<file path="src/design/optmac_pkg.sv">
// ----------------------------------------------------------------------------
// optmac_pkg
// Shared types and constants of the outer-product tile MAC: input lane
// layout, per-cell control word, drain status and drain sequencer states.
// ----------------------------------------------------------------------------
`default_nettype none

package optmac_pkg;

	// Input stream layout: four 64-bit fields, four 16-bit lanes each
	localparam int unsigned FIELD_BITS      = 64;
	localparam int unsigned IN_TDATA_WIDTH  = 4 * FIELD_BITS;
	localparam int unsigned LANE_BITS       = 16;
	localparam int unsigned LANES_PER_FIELD = 4;
	localparam int unsigned IN_LANES        = 8;

	// Row and column indexes on the output are three bits wide
	localparam int unsigned IDX_BITS = 3;

	// Control word broadcast to every cell of the chain
	typedef struct packed {
		logic mul_en;   // capture this step's product
		logic acc_en;   // add the captured product into the sum
		logic shift_en; // move every sum one cell toward the head
	} cell_ctrl_t;

	// Status returned by the drain sequencer
	typedef struct packed {
		logic busy;  // drain in progress
		logic shift; // chain advances this cycle
	} drain_stat_t;

	typedef enum logic {
		ST_IDLE,
		ST_DRAIN
	} drain_state_t;

endpackage

`default_nettype wire

</file>
<file path="src/design/optmac_drain.sv">
// ----------------------------------------------------------------------------
// optmac_drain
// Unload sequencer: steps the cell chain once per free output slot, tags
// each sum with its row and column and holds it in the output register.
// ----------------------------------------------------------------------------
`default_nettype none

module optmac_drain #(
	parameter int unsigned TILE_ROWS = 8,
	parameter int unsigned TILE_COLS = 8,
	parameter int unsigned ACC_WIDTH = 48
) (
	input  wire                                  clk,
	input  wire                                  arst_n,
	input  wire                                  start,
	input  wire logic signed [ACC_WIDTH-1:0]     head,
	input  wire                                  out_ready,
	output optmac_pkg::drain_stat_t              stat,
	output logic                                 out_valid,
	output logic [optmac_pkg::IDX_BITS-1:0]      out_row,
	output logic [optmac_pkg::IDX_BITS-1:0]      out_col,
	output logic signed [ACC_WIDTH-1:0]          out_value,
	output logic                                 out_last
);

	import optmac_pkg::*;

	localparam int unsigned RW = (TILE_ROWS > 1) ? $clog2(TILE_ROWS) : 1;
	localparam int unsigned CW = (TILE_COLS > 1) ? $clog2(TILE_COLS) : 1;
	localparam logic [RW-1:0] ROW_END = RW'(TILE_ROWS - 1);
	localparam logic [CW-1:0] COL_END = CW'(TILE_COLS - 1);

	drain_state_t state_q, state_d;
	logic [RW-1:0] row_q;
	logic [CW-1:0] col_q;
	logic          at_end;
	logic          shift;
	logic [RW+IDX_BITS-1:0] row_ext;
	logic [CW+IDX_BITS-1:0] col_ext;

	logic                        out_valid_q;
	logic [IDX_BITS-1:0]         out_row_q;
	logic [IDX_BITS-1:0]         out_col_q;
	logic signed [ACC_WIDTH-1:0] out_value_q;
	logic                        out_last_q;

	assign at_end  = (row_q == ROW_END) && (col_q == COL_END);
	assign row_ext = (RW+IDX_BITS)'(row_q);
	assign col_ext = (CW+IDX_BITS)'(col_q);

	always_ff @(posedge clk or negedge arst_n) begin
		if (!arst_n) begin
			state_q <= ST_IDLE;
		end else begin
			state_q <= state_d;
		end
	end

	// Next state; during a drain, advance the chain whenever the output slot is free
	always_comb begin
		state_d = state_q;
		shift   = 1'b0;
		unique case (state_q)
			ST_IDLE: begin
				if (start) begin
					state_d = ST_DRAIN;
				end
			end
			ST_DRAIN: begin
				shift = !out_valid_q || out_ready;
				if (shift && at_end) begin
					state_d = ST_IDLE;
				end
			end
			default: begin
				state_d = ST_IDLE;
			end
		endcase
	end

	// Walk the tile in row-major order
	always_ff @(posedge clk or negedge arst_n) begin
		if (!arst_n) begin
			row_q <= '0;
			col_q <= '0;
		end else if (start) begin
			row_q <= '0;
			col_q <= '0;
		end else if (shift) begin
			if (col_q == COL_END) begin
				col_q <= '0;
				row_q <= row_q + RW'(1);
			end else begin
				col_q <= col_q + CW'(1);
			end
		end
	end

	// Output register: load on shift, drop after the transfer
	always_ff @(posedge clk or negedge arst_n) begin
		if (!arst_n) begin
			out_valid_q <= 1'b0;
		end else if (shift) begin
			out_valid_q <= 1'b1;
		end else if (out_ready) begin
			out_valid_q <= 1'b0;
		end
	end

	always_ff @(posedge clk) begin
		if (shift) begin
			out_row_q   <= row_ext[IDX_BITS-1:0];
			out_col_q   <= col_ext[IDX_BITS-1:0];
			out_value_q <= head;
			out_last_q  <= at_end;
		end
	end

	assign stat.busy  = (state_q == ST_DRAIN);
	assign stat.shift = shift;
	assign out_valid  = out_valid_q;
	assign out_row    = out_row_q;
	assign out_col    = out_col_q;
	assign out_value  = out_value_q;
	assign out_last   = out_last_q;

	// A full output register that is not taken must not be overwritten
	assert property (@(posedge clk) disable iff (!arst_n)
		(out_valid_q && !out_ready) |-> !shift)
		else $error("optmac_drain: output overwritten while stalled");

	// The final sum of the tile closes the drain
	assert property (@(posedge clk) disable iff (!arst_n)
		(shift && at_end) |=> (state_q == ST_IDLE) && out_last_q)
		else $error("optmac_drain: drain did not close on the final sum");

	// A new drain only starts from idle
	assert property (@(posedge clk) disable iff (!arst_n)
		start |-> (state_q == ST_IDLE))
		else $error("optmac_drain: start while draining");

endmodule

`default_nettype wire

</file>
<file path="config.mk">
export PLATFORM = sky130hd
export DESIGN_NAME = optmac_drain
export DESIGN_NICKNAME = d
export VERILOG_FILES = /design/src/design/optmac_pkg.sv /design/src/design/optmac_drain.sv
export SDC_FILE = /design/constraint.sdc
export NUM_CORES = 1
export LEC_CHECK = 0
export BUFFER_PORTS_ARGS = -buffer_cell sky130_fd_sc_hd__clkbuf_2
export CAP_MARGIN = 0
export CELL_PAD_IN_SITES_DETAIL_PLACEMENT = 1
export CELL_PAD_IN_SITES_GLOBAL_PLACEMENT = 1
export CORE_MARGIN = 2
export CORE_UTILIZATION = 38
export CTS_CLUSTER_DIAMETER = 80
export CTS_CLUSTER_SIZE = 40
export DETAILED_ROUTE_END_ITERATION = 8
export PLACE_DENSITY = 0.9
export SETUP_SLACK_MARGIN = 0.3
export SKIP_LAST_GASP = 1
export SLEW_MARGIN = 20
export SYNTH_ARGS = -nofsm -noshare
export SYNTH_HDL_FRONTEND = slang
export SYNTH_SLANG_ARGS = --single-unit
export TNS_END_PERCENT = 5
</file>
<file path="constraint.sdc">
create_clock -name clk -period 9.5 [get_ports clk]
set_input_delay 1.9 -clock clk [delete_from_list [all_inputs] [get_ports clk]]
set_output_delay 1.9 -clock clk [all_outputs]
set_load 0.005 [all_outputs]
</file>
Yosys cells after proc, flatten, opt, wreduce, memory -nomap -nowiden
Cells that the tools add are included.

cells by class
  add/sub/neg operators = 2
  equal/unequal tests = 2
  multiplexer cells = 12
  bitwise gates (word level) = 1
  reduce and logical (&&, ||, !) cells = 8

operator list
  operator                                                        number
  3-bit 2-to-1 mux                                                6
  3-bit by 1-bit adder with 3-bit output (second input constant)  2
  3-bit equality test (second input constant)                     2
  2-bit nonzero test                                              3
  1-bit 2-to-1 mux                                                5
  1-bit logical AND                                               2
  1-bit one-hot mux with 2 select lines                           1
  2-bit AND reduction                                             1
  1-bit zero test                                                 1
  1-bit logical OR                                                1
  1-bit NOT                                                       1

word-level totals
  flip-flop bits (word level) = 63
  input port bits = 52
  logic and storage cells = 33

Longest topological paths before layout
  depth after elaboration = 5
  gate-level depth with buffers = 5
  mapped depth without buffers = 5

Least setup slack after synthesis
OpenSTA, ideal clock, no wires.

  kind = input port to output port
  start = input port out_ready
  end = output port stat[0] in the netlist's numbering
  data arrival time = 4.320 ns
  data required time = 7.600 ns
  slack = 3.280 ns
  stages on the path = 3
  buffers on the path = 1
  cell sequence = nand2b_4 and2_0 buf_4

between the ends
  cells in the longest elaborated chain, start to end = 2

RTL lines
  element           RTL line            source
  from (decl)       optmac_drain.sv:17  input wire out_ready,
  1-bit logical OR  optmac_drain.sv:70  shift = !out_valid_q || out_ready;
  1-bit 2-to-1 mux  optmac_drain.sv:63  unique case (state_q)
  to (decl)         optmac_drain.sv:18  output optmac_pkg::drain_stat_t stat,

No other way between the ends.

==> metrics <==
Total GRT Usage=15.7%; maxcap violations=0; most common cell in the netlist=edfxtp_1; TritonCTS Buffers=9; Seq pwr share=58.1%; post-synthesis mux area share=1.66%; initial antenna violation count=0; Clock power frac=35.7%; CP Capture Type=primary output; complex-gate fraction of the synthesized area=0.950%; kind of critical path=input port to primary output; Sw Ratio=21.2%; Tightest Pin Transition=0.726 ns; Worst-Skew Late Latency=0.33 ns; maximum vdd ir drop=0.0779 mV; number of global-route vias before repair=1373; final layout net count=270; Post-Synth XOR/XNOR Area=0%; largest family of logic cells by synthesized area=simple AND/OR/NAND/NOR gates; max-slew violation count=0; yosys warns=0; Filler cells=561; HP Class=flip-flop to flip-flop; # IOs=110; Final Power=0.553 mW; Root Buffer Master=clkbuf_8; CTS clk-pin slew, worst paths=0.07 ns; cts repair resizes=0; Avg Inst Size Synth=21.9 um^2; Routed WL per cell=15.8 um; Top FF cell, synth=edfxtp_1; largest net degree at the start of global routing=60; H-tree depth=3; TritonRoute pass-1 iters=4; core area=5440 um^2; hold_buf cts=0; Max Fclk=0.229 GHz; net count after synthesis=152; Post-synth EDFFs=55; Sink Count=63; grt ovf=0; setup_tns=0 ns; Pleak=1.28 nW; main area contributors after synthesis=edfxtp_1 (78%), dfrtp_1 (9.5%), ha_1 (2.4%); Multi-input gate area=236 um^2; post-route minimum period=4.37 ns; startpoint types=input port; Adder-Cell Fraction of Synth Area=2.38%; final instance area=2900 um^2; most frequent cells after synthesis=edfxtp_1 (55), dfrtp_1 (8), nand2b_1 (7); setup ws final=5.13 ns; DRC violations left=0; gp weighted congestion=0.721; fin crit share=46.0%; Place WS=5.13 ns; status=finished clean; Pint=0.436 mW; fraction of layout cells with a size suffix above 1=58.0%; Post-Syn Area=2110 um^2; area leader, netlist=edfxtp_1; asr flop ratio synth=12.7%; Crit Path Max Fanout=6; Initial Util=38.7%; detailed-placement wirelength estimate=3470 um; Post-DP Area=2730 um^2; DR iter-0 viols=48; P_sw=0.117 mW; Cell Pwr Density=191 nW/um^2; Setup Buffers After CTS=0; Fin Hold WS=0.486 ns; WL final=4620 um; antenna viol nets, final=0; part of the power in combinational logic=6.2%; port bufs=109; Crit path required time=7.60 ns; # setup viols final=0; Critical Path AT=2.47 ns; Cell Rows=27; top cell type's share of synthesized area=78.4%; register area=1850 um^2; die footprint=6160 um^2; TritonCTS clock tree=yes; vias=1296; post-synthesis simple-gate area fraction=6.18%; RSZ-0062 raised after global routing=no; Longest Clk Path Bufs=2; Chip Width=78.5 um; DR vias/cell=4.44; first-pass GRT wire length=6950 um; die height=78.5 um; Slew HR=51.6%; Clock Skews=0.0111 ns; post-synth cell types=20; endpoints failing hold=0; post-synthesis sequential area ratio=87.9%; Syn Inst Count=96; area delta synth->final=37.8%; FF+latch count, synth=63
[critical path, cell delays in order]
cell and delay, ns:
clkbuf_2 0.08, nand2b_4 0.15, and2_2 0.22, clkbuf_2 0.12
[power by group through the flow]
stage	Clock [mW]	Sequential [mW]	Combinational, mW
after floorplan	0	0.329	0.00689
after global placement	0	0.326	0.0334
after detailed placement	0	0.327	0.0352
after CTS	0.203	0.322	0.0353
after global routing	0.214	0.322	0.0380
final	0.198	0.321	0.0343
[state kept, by name, summed over array words and instances (netlist names)]
| register | cells |
|---|---|
| out_value | 48 |
| col_q | 3 |
| out_col | 3 |
| out_row | 3 |
| row_q | 3 |
| out_last | 1 |
| out_valid | 1 |
| state_q | 1 |
[cells in the final DEF, fill, tap and decap left out, types with 2 or more instances in the layout]
cell type	synthesis	routed
clkbuf_2	0	109
edfxtp_1	55	55
clkbuf_8	0	10
dfrtp_1	8	8
nand2b_1	7	7
ha_1	4	4
o21ai_0	3	3
clkbuf_1	0	3
nor2_1	2	2
mux2i_1	2	2
nand4b_1	2	2
clkinvlp_4	0	2
[worst paths after layout]
path,depth (start not counted),endpoint,slack (ns),from
max in group asynchronous,1,col_q[2],7.89,arst_n
hold reg to reg,0,out_col[1],0.49,col_q[1]
setup / recovery,4,stat[0],5.13,out_ready
hold / removal,0,out_col[1],0.49,col_q[1]
min in group asynchronous,1,state_q,1.42,arst_n
setup reg to reg,2,out_value[0],7.80,state_q
[metal layers]
metal	part of all wire, %	routed length (um)	up-vias	global-route usage [%]
li1	-	-	603	-
met1	38	1750	621	17.8
met2	52	2410	60	25.7
met3	7.4	343	12	5.52
met4	2.5	115	0	9.12
met5	0	0	-	0
[through the flow]
step	std cells	utilization [%]
finish	292	53.4
global route	291	53.3
CTS	291	53.3
detailed placement	275	50.2
global placement	275	50.2
floorplan	96	-
[area by class of cell]
| cell class | instances | share of cell area (%) |
|---|---|---|
| well taps | 72 | 3.10 |
| flip-flops and latches | 63 | 63.8 |
| multi-input cells | 30 | 8.15 |
| clock inverters | 3 | 0.690 |
| diodes | 1 | 0.0862 |
| clock buffers | 13 | 5.13 |
| repair buffers | 110 | 19.1 |
[kinds of logic after synthesis]
logic type,after synthesis
compound gates,4
buf+inv,3
fa+ha+maj,4
flops,63
mux,3
simple gates,19
No activity file was read; power rests on OpenSTA's default activity.
