[config.mk]
export PLATFORM = sky130hd
export DESIGN_NAME = optmac_cell
export DESIGN_NICKNAME = d
export VERILOG_FILES = /design/src/design/optmac_pkg.sv /design/src/design/optmac_cell.sv
export SDC_FILE = /design/constraint.sdc
export NUM_CORES = 1
export LEC_CHECK = 0
export BUFFER_PORTS_ARGS = -buffer_cell sky130_fd_sc_hd__buf_4
export CAP_MARGIN = 20
export CORE_ASPECT_RATIO = 1.4
export CORE_MARGIN = 2
export CORE_UTILIZATION = 30
export DETAILED_ROUTE_END_ITERATION = 12
export PLACE_DENSITY_LB_ADDON = 0.05
export RECOVER_POWER = 100
export SYNTH_ARGS = -nofsm -noshare
export SYNTH_HDL_FRONTEND = slang
export SYNTH_SLANG_ARGS = --single-unit
[constraint.sdc]
create_clock -name clk -period 3.6 [get_ports clk]
set_clock_uncertainty 0.15 [all_clocks]
set_input_delay 0 -clock clk [delete_from_list [all_inputs] [get_ports clk]]
set_output_delay 0 -clock clk [all_outputs]
set_load 0.03 [all_outputs]
[src/design/optmac_pkg.sv]
// ----------------------------------------------------------------------------
// optmac_pkg
// Shared types and constants of the outer-product tile MAC: input lane
// layout, per-cell control word, drain status and drain sequencer states.
// ----------------------------------------------------------------------------
`default_nettype none

package optmac_pkg;

	// Input stream layout: four 64-bit fields, four 16-bit lanes each
	localparam int unsigned FIELD_BITS      = 64;
	localparam int unsigned IN_TDATA_WIDTH  = 4 * FIELD_BITS;
	localparam int unsigned LANE_BITS       = 16;
	localparam int unsigned LANES_PER_FIELD = 4;
	localparam int unsigned IN_LANES        = 8;

	// Row and column indexes on the output are three bits wide
	localparam int unsigned IDX_BITS = 3;

	// Control word broadcast to every cell of the chain
	typedef struct packed {
		logic mul_en;   // capture this step's product
		logic acc_en;   // add the captured product into the sum
		logic shift_en; // move every sum one cell toward the head
	} cell_ctrl_t;

	// Status returned by the drain sequencer
	typedef struct packed {
		logic busy;  // drain in progress
		logic shift; // chain advances this cycle
	} drain_stat_t;

	typedef enum logic {
		ST_IDLE,
		ST_DRAIN
	} drain_state_t;

endpackage

`default_nettype wire

[src/design/optmac_cell.sv]
// ----------------------------------------------------------------------------
// optmac_cell
// One accumulator of the tile: registered product, saturating accumulate,
// and a shift path from the neighbor cell used to unload the sums.
// ----------------------------------------------------------------------------
`default_nettype none

module optmac_cell #(
	parameter int unsigned DATA_WIDTH = 16,
	parameter int unsigned ACC_WIDTH  = 48
) (
	input  wire                              clk,
	input  wire                              arst_n,
	input  optmac_pkg::cell_ctrl_t           ctrl,
	input  wire logic signed [DATA_WIDTH-1:0] a,
	input  wire logic signed [DATA_WIDTH-1:0] b,
	input  wire logic signed [ACC_WIDTH-1:0]  shift_in,
	output logic signed [ACC_WIDTH-1:0]       acc
);

	import optmac_pkg::*;

	localparam int unsigned PROD_WIDTH = 2 * DATA_WIDTH;

	localparam logic signed [ACC_WIDTH-1:0] ACC_MAX = {1'b0, {(ACC_WIDTH-1){1'b1}}};
	localparam logic signed [ACC_WIDTH-1:0] ACC_MIN = {1'b1, {(ACC_WIDTH-1){1'b0}}};

	logic signed [PROD_WIDTH-1:0] prod_s1;
	logic signed [ACC_WIDTH-1:0]  acc_q;
	logic signed [ACC_WIDTH:0]    sum;
	logic signed [ACC_WIDTH-1:0]  sat_sum;

	// Register the product of this step
	always_ff @(posedge clk) begin
		if (ctrl.mul_en) begin
			prod_s1 <= PROD_WIDTH'(a) * PROD_WIDTH'(b);
		end
	end

	// Add with one guard bit, clamp when the two top bits disagree
	always_comb begin
		sum = {acc_q[ACC_WIDTH-1], acc_q} + (ACC_WIDTH+1)'(prod_s1);
		if (sum[ACC_WIDTH] != sum[ACC_WIDTH-1]) begin
			sat_sum = sum[ACC_WIDTH] ? ACC_MIN : ACC_MAX;
		end else begin
			sat_sum = sum[ACC_WIDTH-1:0];
		end
	end

	// Hold the sum; shift toward the head while unloading
	always_ff @(posedge clk or negedge arst_n) begin
		if (!arst_n) begin
			acc_q <= '0;
		end else if (ctrl.shift_en) begin
			acc_q <= shift_in;
		end else if (ctrl.acc_en) begin
			acc_q <= sat_sum;
		end
	end

	assign acc = acc_q;

endmodule

`default_nettype wire

-- Yosys cells after proc, flatten, opt, wreduce, memory -nomap -nowiden
Cells that the tools add are included.
- bits in registers: 80
- latch bits: 0
- RAM bits: 0
- memory bits (read-only): 0
- bits of input ports: 85
- output and inout port bits: 48
- logic and storage cells: 10
- memories kept: 0
- add/sub/neg operators: 1
- multipliers: 1
- divide/modulo/power cells: 0
- order comparisons: 0
- eq/ne operators: 1
- shift operators: 0
- multiplexer cells: 4
- bitwise gates (word level): 0
- reductions and logical operators: 1
- operators by type and width (cell ; number):
    $mux W48 ; 4
    $add A48 B32 Y49 ; 1
    $mul A16 B16 Y32 ; 1
    $reduce_bool A2 Y1 ; 1
    $ne A1 B1 Y1 ; 1

-- Longest topological paths before layout
Gate-level depths: netlist (run 1).
- depth after elaboration: 5
- mapped depth: 24
- gate-level depth less buffers: 23

-- Least setup slack after synthesis (run 1)
OpenSTA, ideal clock, no wires.
- path type: input port to flip-flop
- from: input port a[15]
- to: register prod_s1[31] (data pin)
- setup time: 0.262 ns
- data arrival time: 5.590 ns
- data required time: 3.188 ns
- path slack: -2.402 ns
- stages on the path: 22
- path buffers: 1
- cell sequence: clkbuf_1 nand2_1 inv_1 fa_1 fa_1 fa_1 fa_1 fa_1 inv_1 fa_1 inv_1 ha_1 a21oi_1 o21ai_0 nor3_1 o21ai_0 and3_1 o21a_1 o21ai_0 a21oi_1 a211oi_1 xnor2_1
- longest elaborated chain between the ends: 1
- RTL lines (element ; RTL line ; text):
    start, declared ; optmac_cell.sv:15 ; input wire logic signed [DATA_WIDTH-1:0] a,
    $mul A16 B16 Y32 ; optmac_cell.sv:36 ; prod_s1 <= PROD_WIDTH'(a) * PROD_WIDTH'(b);
    end signal, assigned ; optmac_cell.sv:36 ;
    end, declared ; optmac_cell.sv:28 ; logic signed [PROD_WIDTH-1:0] prod_s1;
Every way passes these cells.
A chain may end at the register's enable or synchronous reset.

-- Worst setup path in the final report (run 1)
- from: input port b[6]
- to: register prod_s1[30] (data pin)
- longest elaborated chain between the ends: 1
- RTL lines (element ; RTL line ; text):
    start, declared ; optmac_cell.sv:16 ; input wire logic signed [DATA_WIDTH-1:0] b,
    $mul A16 B16 Y32 ; optmac_cell.sv:36 ;
Every way passes these cells.

==> results of run 1 <==
-- cell families (layout without fill, tap and decap cells) --
kind of cell             after synthesis  after routing  share of synthesized area [%]
adder cells (fa/ha/maj)              393            393                           44.1
buffers and inverters                378            832                           9.24
AND/OR/NAND/NOR                      492            492                           15.4
XOR/XNOR                              75             75                           4.21
multiplexers                           3              3                          0.232
flip-flops                            80             80                           13.8
AO/OA/AOI/OAI                        324            324                           12.9
-- sequential cells by signal (all words and copies together) (netlist names) --
| name | count |
|---|---|
| acc | 48 |
| prod_s1 | 32 |
-- what timing repair did --
item,in CTS,in global routing
buffers inserted,17,17
hold buffers,63,0
pin swaps,52,71
resized for setup,144,107
gates cloned,2,1
endpoints found under the setup margin,71,70
endpoints found under the hold margin,128,0
-- Yosys cell counts, types with 3 or more instances --
library cell / n
a211oi_1: 9
o21bai_1: 14
a211o_1: 5
o21ai_1: 4
clkbuf_1: 58
nand3_1: 17
xnor2_1: 54
o31ai_2: 7
o22a_1: 4
a22oi_1: 4
and4_1: 3
a21oi_1: 121
nand2_1: 203
a21o_1: 20
nor3_1: 16
inv_1: 310
dfrtp_1: 48
or2_2: 8
o22ai_1: 28
nor2b_1: 9
a31oi_1: 6
nand3b_1: 3
or3_1: 5
o21a_1: 6
nor2_1: 58
nand2b_1: 15
fa_1: 263
buf_2: 4
ha_1: 130
o211ai_1: 8
edfxtp_1: 32
o21ai_0: 52
o31ai_1: 18
nand4_1: 13
and2_1: 127
and3_1: 8
xor2_1: 21
-- path summary, 6_finish.rpt --
| path | startpoint | endpoint | slack (ns) |
|---|---|---|---|
| setup reg to reg | prod_s1[30] | acc[44] | 0.01 |
| hold / removal | b[0] | prod_s1[0] | 0.05 |
| min in group asynchronous | arst_n | acc[32] | 0.35 |
| setup / recovery | b[6] | prod_s1[30] | -1.68 |
| max in group asynchronous | arst_n | acc[10] | 2.09 |
| hold reg to reg | acc[35] | acc[35] | 0.45 |
-- metrics by stage --
stage | worst slack (ns) | hold slack [ns] | setup TNS [ns] | utilization, %
3_5_place_dp | -2.26 | -0.0518 | -48.96 | 38.2
5_1_grt | -1.88 | 0.0848 | -39.09 | 42.1
4_1_cts | -1.70 | 0.0383 | -29.03 | 41.3
2_1_floorplan | -1.87 | -0.446 | -29.58 | -
6_report | -1.68 | 0.0512 | -30.91 | 42.1
3_3_place_gp | -2.23 | -0.0543 | -47.85 | 38.2
-- critical path: cells and delay by family --
kind                       cells  cell delay (ns)
and+or+nand+nor                2             0.25
AOI/OAI and AO/OA              8             1.40
xor gates and xnor gates       1             0.14
buffers and inverters          3             0.20
adders and majority gates      7             3.24
-- layer usage --
metal / global-route usage (%) / wire length (µm) / vias to the layer above
met4: 5.68 / 1220 / 0
met1: 21.2 / 20000 / 6583
met2: 37.5 / 27800 / 221
met3: 1.37 / 1080 / 65
met5: 0 / 0 / -
li1: - / - / 6500
-- layout make-up --
cell class / count / area share, %
clock buffer: 16 / 1.30
inverter: 311 / 5.42
multi-input combinational: 1287 / 60.0
sequential: 80 / 10.0
tap: 650 / 3.76
timing repair buffer: 505 / 19.5
==> reports/qor.txt, run 1 <==
synth unique cells - 63
Filler cells - 5172
Period minus WS final - 5.28 ns
Seq/Total Area, Yosys - 13.8%
MaxCap Viol Count - 1
Die W - 197 µm
Layout Nets - 2672
required time worst endpoint - 3.55 ns
most frequent cells in the layout - 320 x buf_4, 291 x inv_1, 246 x fa_1
antenna-violating nets left - 0
clock buffer depth - 2
status - complete, but fails checks
fin cells - 2849
largest cells by area after synthesis - fa_1 34%, ha_1 10%, dfrtp_1 7.7%, inv_1 7.5%, edfxtp_1 6.2%
final number of max-transition violations - 33
crit path capture type - flip-flop
worst hold path class - in -> reg
vias per inst - 4.69
Area Overhead vs Synth - 38.3%
r2r worst-path depth - 11
final routed DRC violation total - 0
aggregate global-route resource usage - 18.9%
Post-DP Area - 19600 µm²
CTS Sinks - 80
DRT Wirelength - 50100 µm
ANT cells - 0
PortBufs - 132
antenna violations before repair - 0
Worst slew margin - -13.2%
vias in the first global route - 15100
crit path DAT - 5.23 ns
Setup CP Type - in -> reg
Mapped Area - 15600 µm²
RSZ-0062 raised after global routing - true
Worst-Skew Late Latency - 0.36 ns
post-route cell area - 21600 µm²
final hold vios - 0
maximum clock rate - 190 MHz
first-pass GRT wire length - 79700 µm
hpwl dp - 42800 µm
total number of vias - 13400
DRT iter0 DRCs - 432
endpoints failing setup - 25
Avg Cell Area, Syn - 8.95 µm²
Synth async-reset ratio - 60.0%
# H-tree levels - 3
Startpoint Class - input pin
dpl cells - 2740
core area - 51300 µm²
crit path max fanout - 8
Initial DRT Pass Iterations - 5
Seq cells post-synth - 80
final worst-path cycle share - 147%
io pins - 133
Worst Tran Pin Value - 1.70 ns
PnR worst setup slack - -1.68 ns
CP most frequent cell - fa_1
most common cell after layout, fill and taps aside - buf_4
multi-input combinational cell area - 13000 µm²
Num CTS Buffers - 9
share of the synthesized area in the top cell type - 33.7%
Seq. cell area - 2160 µm²
Die Ht - 274 µm
Cells after Synth - 1745
Avg WL per Cell - 17.6 µm
starting density of the core - 30.5%
Post-synth EDFFs - 32
crit-path cells - buf_8 > and2_4 > fa_1 > inv_2 > fa_1 > fa_1 > inv_1 > fa_1 > fa_1 > fa_1 > ha_4 > a211o_1 > o211ai_1 > a21oi_2 > o41ai_2 > a21oi_2 > a41oi_2 > nand2_1 > a41oi_2 > o21ai_1 > xor2_1
Worst Hold Depth - 3
failing checks - capacitance limit, slew limit, setup timing
share of layout cells above drive strength 1 - 27.6%
max incr delay on CP - 0.59 ns
Root Buffer - clkbuf_16
slowest CP cell - fa_1
TritonCTS clock tree - yes
Net Count, Synth - 2223
main flop type after synthesis - dfrtp_1
gp weighted congestion - 0.851
num rows - 98
clock-pin transition on the worst setup and hold timing paths - 0.06 ns
Synth area leader - fa_1
largest net degree at the start of global routing - 49
Die ar. - 53900 µm²
YS warnings - 0
GRT overflow - 0
Power of run 1 is not shown: default switching activity piles up to over one toggle a cycle in this logic, so the estimate is an artifact.
==> inputs of run 2 (changes only) <==
Settings changed: CORE_MARGIN 2 to unset, GPL_ROUTABILITY_DRIVEN set to 1, TNS_END_PERCENT set to 1.
==> reports/qor.txt, run 2 (same netlist as run 1, synthesis figures left out) <==
status - complete, but fails checks
failing checks - capacitance limit, slew limit, setup timing
most common cell after layout, fill and taps aside - buf_4
share of layout cells above drive strength 1 - 22.8% (-4.8 points)
Worst slew margin - -88.5% (-75 points)
crit path max fanout - 8 (unchanged)
final hold slack - 0.113 ns (+0.0617 ns)
TritonCTS clock tree - yes
maximum clock rate - 187 MHz (-1.3%)
hpwl dp - 41500 µm (-3.0%)
setup TNS - -29.34 ns (+1.58 ns)
Die Ht - 272 µm (-0.73%)
first-pass GRT wire length - 76100 µm (-4.5%)
DRT iter0 DRCs - 370 (-14%)
vias per inst - 4.67 (-0.49%)
antenna-violating nets left - 0 (unchanged)
Layout Nets - 2618 (-2.0%)
vias in the first global route - 14300 (-5.7%)
DRT Wirelength - 47900 µm (-4.5%)
max reg flops - 48 (unchanged)
required time worst endpoint - 3.56 ns (about the same)
Initial DRT Pass Iterations - 4 (-1)
num rows - 98 (unchanged)
starting density of the core - 30.5% (unchanged)
Startpoint Class - input pin
Setup CP Type - in -> reg
antenna violations before repair - 0 (unchanged)
Worst Tran Pin Value - 2.83 ns (+1.13 ns)
GRT overflow - 0 (unchanged)
total number of vias - 13100 (-2.4%)
Area Overhead vs Synth - 31.4%
core area - 51300 µm² (unchanged)
Reg2Reg Setup Slack - -0.06 ns (-0.07 ns)
final hold vios - 0 (unchanged)
MaxCap Viol Count - 2 (+1)
dpl cells - 2724 (-0.58%)
Setup crit start - a[13]
final number of max-transition violations - 82 (+150%)
Worst Setup EP - prod_s1[31]
aggregate global-route resource usage - 18.3% (-0.60 points)
Worst-Skew Late Latency - 0.36 ns (about the same)
Die W - 195 µm (-1.0%)
# H-tree levels - 3 (unchanged)
Root Buffer - clkbuf_16
capturing point of the worst reg2reg path - acc[5]
CTS Sinks - 80 (unchanged)
clock buffer depth - 2 (unchanged)
clock-pin transition on the worst setup and hold timing paths - 0.07 ns (about the same)
final routed DRC violation total - 0 (unchanged)
PortBufs - 132 (unchanged)
crit path DAT - 5.31 ns (+0.08 ns)
final worst-path cycle share - 148% (+1.9 points)
RSZ-0062 raised after global routing - true
Util after Layout - 40.0% (-2.1 points)
PnR worst setup slack - -1.74 ns (-0.0675 ns)
worst hold path class - in -> reg
ANT cells - 0 (unchanged)
fin cells - 2795 (-1.9%)
gp weighted congestion - 0.867 (+2.0%)
Period minus WS final - 5.34 ns (+0.0675 ns)
endpoints failing setup - 40 (+60%)
r2r worst-path depth - 13 (+2)
Num CTS Buffers - 9 (unchanged)
Avg WL per Cell - 17.1 µm (-2.7%)
most frequent cells in the layout - 313 x buf_4, 304 x inv_1, 247 x fa_1
io pins - 133 (unchanged)
largest net degree at the start of global routing - 49 (unchanged)
Die ar. - 53000 µm² (-1.7%)
worst r2r src - prod_s1[31]
crit path capture type - flip-flop
-- run 2: cell types whose count changed in the layout (fill, tap and decap cells not counted), moves of 11 or more --
cell / delta
buf_6: -28
dlygate4sd3_1: -12
and2_4: -11
inv_1: +13
inv_2: -12
and2_1: +11
-- run 2: final cells by class --
type / instances / area, µm²
Fill cell: 5259 / 30700
Multi-Input combinational cell: 1287 / 12500
Timing Repair Buffer: 451 / 3600
Sequential cell: 80 / 2160
Inverter: 311 / 1170
Tap cell: 650 / 813
Clock buffer: 9 / 225
Clock inverter: 7 / 56.3
-- run 2: layer usage --
layer	part of all wire (%)	global-route usage (%)	wire length (µm)
met2	54	35.6	25800
met4	1.8	4.56	839
met5	0	0	0
met1	43	21.5	20500
met3	1.7	1.20	797
-- run 2: worst max-delay path: stages --
cell	delay [ns]
buf_4	0.17
and2_4	0.19
fa_1	0.53
inv_1	0.05
fa_1	0.47
fa_2	0.55
inv_1	0.07
fa_2	0.47
fa_1	0.49
inv_1	0.05
fa_1	0.49
inv_2	0.05
ha_4	0.23
a21oi_1	0.12
o21ai_1	0.11
nor3_2	0.19
o21ai_2	0.09
and3_4	0.19
o21a_1	0.19
o21ai_2	0.20
a21oi_2	0.10
a211oi_2	0.24
xnor2_1	0.08
-- run 2: what timing repair did --
action                     CTS  global route
pin swaps                   38            29
hold endpoints to repair   128             0
setup buffers                3             1
setup endpoints to repair   71            68
gates resized for setup     74            38
hold buffers                51             0
-- run 2: worst min-delay path by stage --
stage,cells past startpoint,to,from
6_report,4,acc[6],ctrl[0]
5_1_grt,4,acc[4],ctrl[0]
4_1_cts,2,acc[39],arst_n
3_5_place_dp,1,acc[39],arst_n
3_3_place_gp,1,acc[40],arst_n
2_1_floorplan,0,acc[0],arst_n
-- run 2: stage by stage --
| step | instance area [µm²] | worst slack, ns |
|---|---|---|
| after floorplan | 15800 | -1.88 |
| after global placement | 19500 | -2.25 |
| after detailed placement | 19500 | -2.28 |
| after CTS | 20600 | -1.71 |
| after global routing | 20500 | -1.96 |
| final | 20500 | -1.74 |
Power of run 2 is left out for the same reason.
==> inputs of run 3 (changes only) <==
==> constraint.sdc (replaced) <==
create_clock -name clk -period 3.6 [get_ports clk]
set_clock_uncertainty 0.15 [all_clocks]
set_input_delay 0.18 -clock clk [delete_from_list [all_inputs] [get_ports clk]]
set_output_delay 0.18 -clock clk [all_outputs]
set_load 0.03 [all_outputs]
==> reports/qor.txt, run 3 (same netlist as run 1, synthesis figures left out) <==
most common cell after layout, fill and taps aside - inv_1
GRT overflow - 0 (unchanged)
vias per inst - 4.67 (about the same)
Reg2Reg Setup Slack - 0.01 ns (+0.07 ns)
antenna violations before repair - 0 (unchanged)
antenna-violating nets left - 0 (unchanged)
io pins - 133 (unchanged)
Num CTS Buffers - 9 (unchanged)
r2r worst-path depth - 15 (+2)
final hold slack - 0.00911 ns (-0.104 ns)
TritonCTS clock tree - yes
multi-input combinational cell area - 12500 µm² (+0.15%)
Util after Layout - 40.1% (+0.090 points)
MaxCap Viol Count - 1 (-1)
crit path max fanout - 9 (+1)
Seq. cell area - 2160 µm² (unchanged)
max incr delay on CP - 0.53 ns (-0.02 ns)
Filler cells - 5284 (+0.48%)
Worst Hold Depth - 3 (-1)
Die W - 195 µm (unchanged)
vias in the first global route - 14300 (+0.34%)
maximum clock rate - 182 MHz (-2.9%)
Area Overhead vs Synth - 31.7%
Root Buffer - clkbuf_16
Worst-Skew Late Latency - 0.37 ns (about the same)
Avg WL per Cell - 17.1 µm (-0.23%)
DRT iter0 DRCs - 386 (+4.3%)
PortBufs - 132 (unchanged)
required time worst endpoint - 3.57 ns (about the same)
aggregate global-route resource usage - 18.4% (+0.084 points)
Hold Path End - acc[27]
Worst Tran Pin Value - 1.72 ns (-1.10 ns)
max reg flops - 48 (unchanged)
failing checks - capacitance limit, slew limit, setup timing
clock buffer depth - 2 (unchanged)
final hold vios - 0 (unchanged)
most frequent cells in the layout - 307 x inv_1, 298 x buf_4, 249 x fa_1
Die Ht - 272 µm (unchanged)
Setup CP Type - in -> reg
ANT cells - 0 (unchanged)
Layout Nets - 2615 (-0.11%)
gp weighted congestion - 0.867 (unchanged)
CTS Sinks - 80 (unchanged)
crit-path cells - buf_4 > inv_1 > buf_12 > nor2_1 > fa_1 > fa_1 > fa_1 > fa_1 > fa_1 > inv_1 > fa_1 > inv_1 > ha_4 > a21oi_2 > o21ai_2 > nor3_2 > o21ai_2 > and3_4 > o21a_1 > o21ai_2 > a21oi_2 > a211oi_2 > xnor2_1
crit path capture type - flip-flop
Startpoint Class - input pin
Initial DRT Pass Iterations - 5 (+1)
worst r2r src - prod_s1[0]
final routed DRC violation total - 0 (unchanged)
Period minus WS final - 5.50 ns (+0.158 ns)
num rows - 98 (unchanged)
worst hold path class - in -> reg
hpwl dp - 41500 µm (about the same)
starting density of the core - 30.5% (unchanged)
crit path DAT - 5.47 ns (+0.16 ns)
final worst-path cycle share - 153% (+4.4 points)
CP most frequent cell - fa_1
setup TNS - -33.46 ns (-4.13 ns)
final number of max-transition violations - 33 (-60%)
endpoints failing setup - 26 (-35%)
hold_sp - shift_in[27]
largest net degree at the start of global routing - 49 (unchanged)
status - complete, but fails checks
clock-pin transition on the worst setup and hold timing paths - 0.06 ns (about the same)
PnR worst setup slack - -1.90 ns (-0.158 ns)
slowest CP cell - fa_1
capturing point of the worst reg2reg path - acc[5]
# H-tree levels - 3 (unchanged)
total number of vias - 13000 (-0.092%)
Worst slew margin - -14.8% (+74 points)
DRT Wirelength - 47700 µm (-0.34%)
Die ar. - 53000 µm² (unchanged)
RSZ-0062 raised after global routing - true
core area - 51300 µm² (unchanged)
share of layout cells above drive strength 1 - 22.7% (-0.062 points)
first-pass GRT wire length - 76300 µm (+0.28%)
[run 3: cell count changes in the layout (fill, tap and decap cells not counted), sizes merged]
cell         delta
clkbuf          +1
buf             -1
dlygate4sd3     -3
[run 3: final cells by class]
type | instances | area share [%]
clock inverters | 7 | 0.274
repair buffers | 448 | 17.6
inverters | 311 | 5.68
multi-input cells | 1287 | 60.8
well taps | 650 | 3.95
clock buffers | 9 | 1.10
flip-flops and latches | 80 | 10.5
[run 3: critical path, delay by kind of cell]
kind | cells | cell delay (ns)
compound gates | 7 | 1.03
simple gates | 3 | 0.56
buf+inv | 5 | 0.38
fa+ha+maj | 7 | 3.22
xor+xnor | 1 | 0.08
[run 3: how the worst max path moves through the flow]
stage,start,end,cells past startpoint
2_1_floorplan,b[6],prod_s1[30],21
3_3_place_gp,a[14],prod_s1[31],23
3_5_place_dp,b[7],prod_s1[30],23
4_1_cts,b[7],prod_s1[30],24
5_1_grt,a[7],prod_s1[31],23
6_report,b[15],prod_s1[31],23
[run 3: per-stage QoR]
stage               instances  area (µm²)  worst slack (ns)
floorplan                1745       15800             -2.06
global placement         2724       19500             -2.43
detailed placement       2724       19500             -2.48
CTS                      2791       20600             -1.90
global route             2792       20600             -2.13
finish                   2792       20600             -1.90
[run 3: per-layer routing]
metal,track usage (%),part of all wire (%),up-vias
li1,-,-,6401
met1,21.6,42,6367
met2,35.5,54,216
met3,1.36,2.2,55
met4,4.87,2.3,0
met5,0,0,-
[run 3: what timing repair did]
action                                  4_1_cts  5_1_grt
setup buffers                                 3        1
hold endpoints to repair                     95        0
hold buffers                                 48        0
endpoints found under the setup margin       72       60
resized for setup                            84       39
pin swaps                                    54       28
Power of run 3 is left out for the same reason.
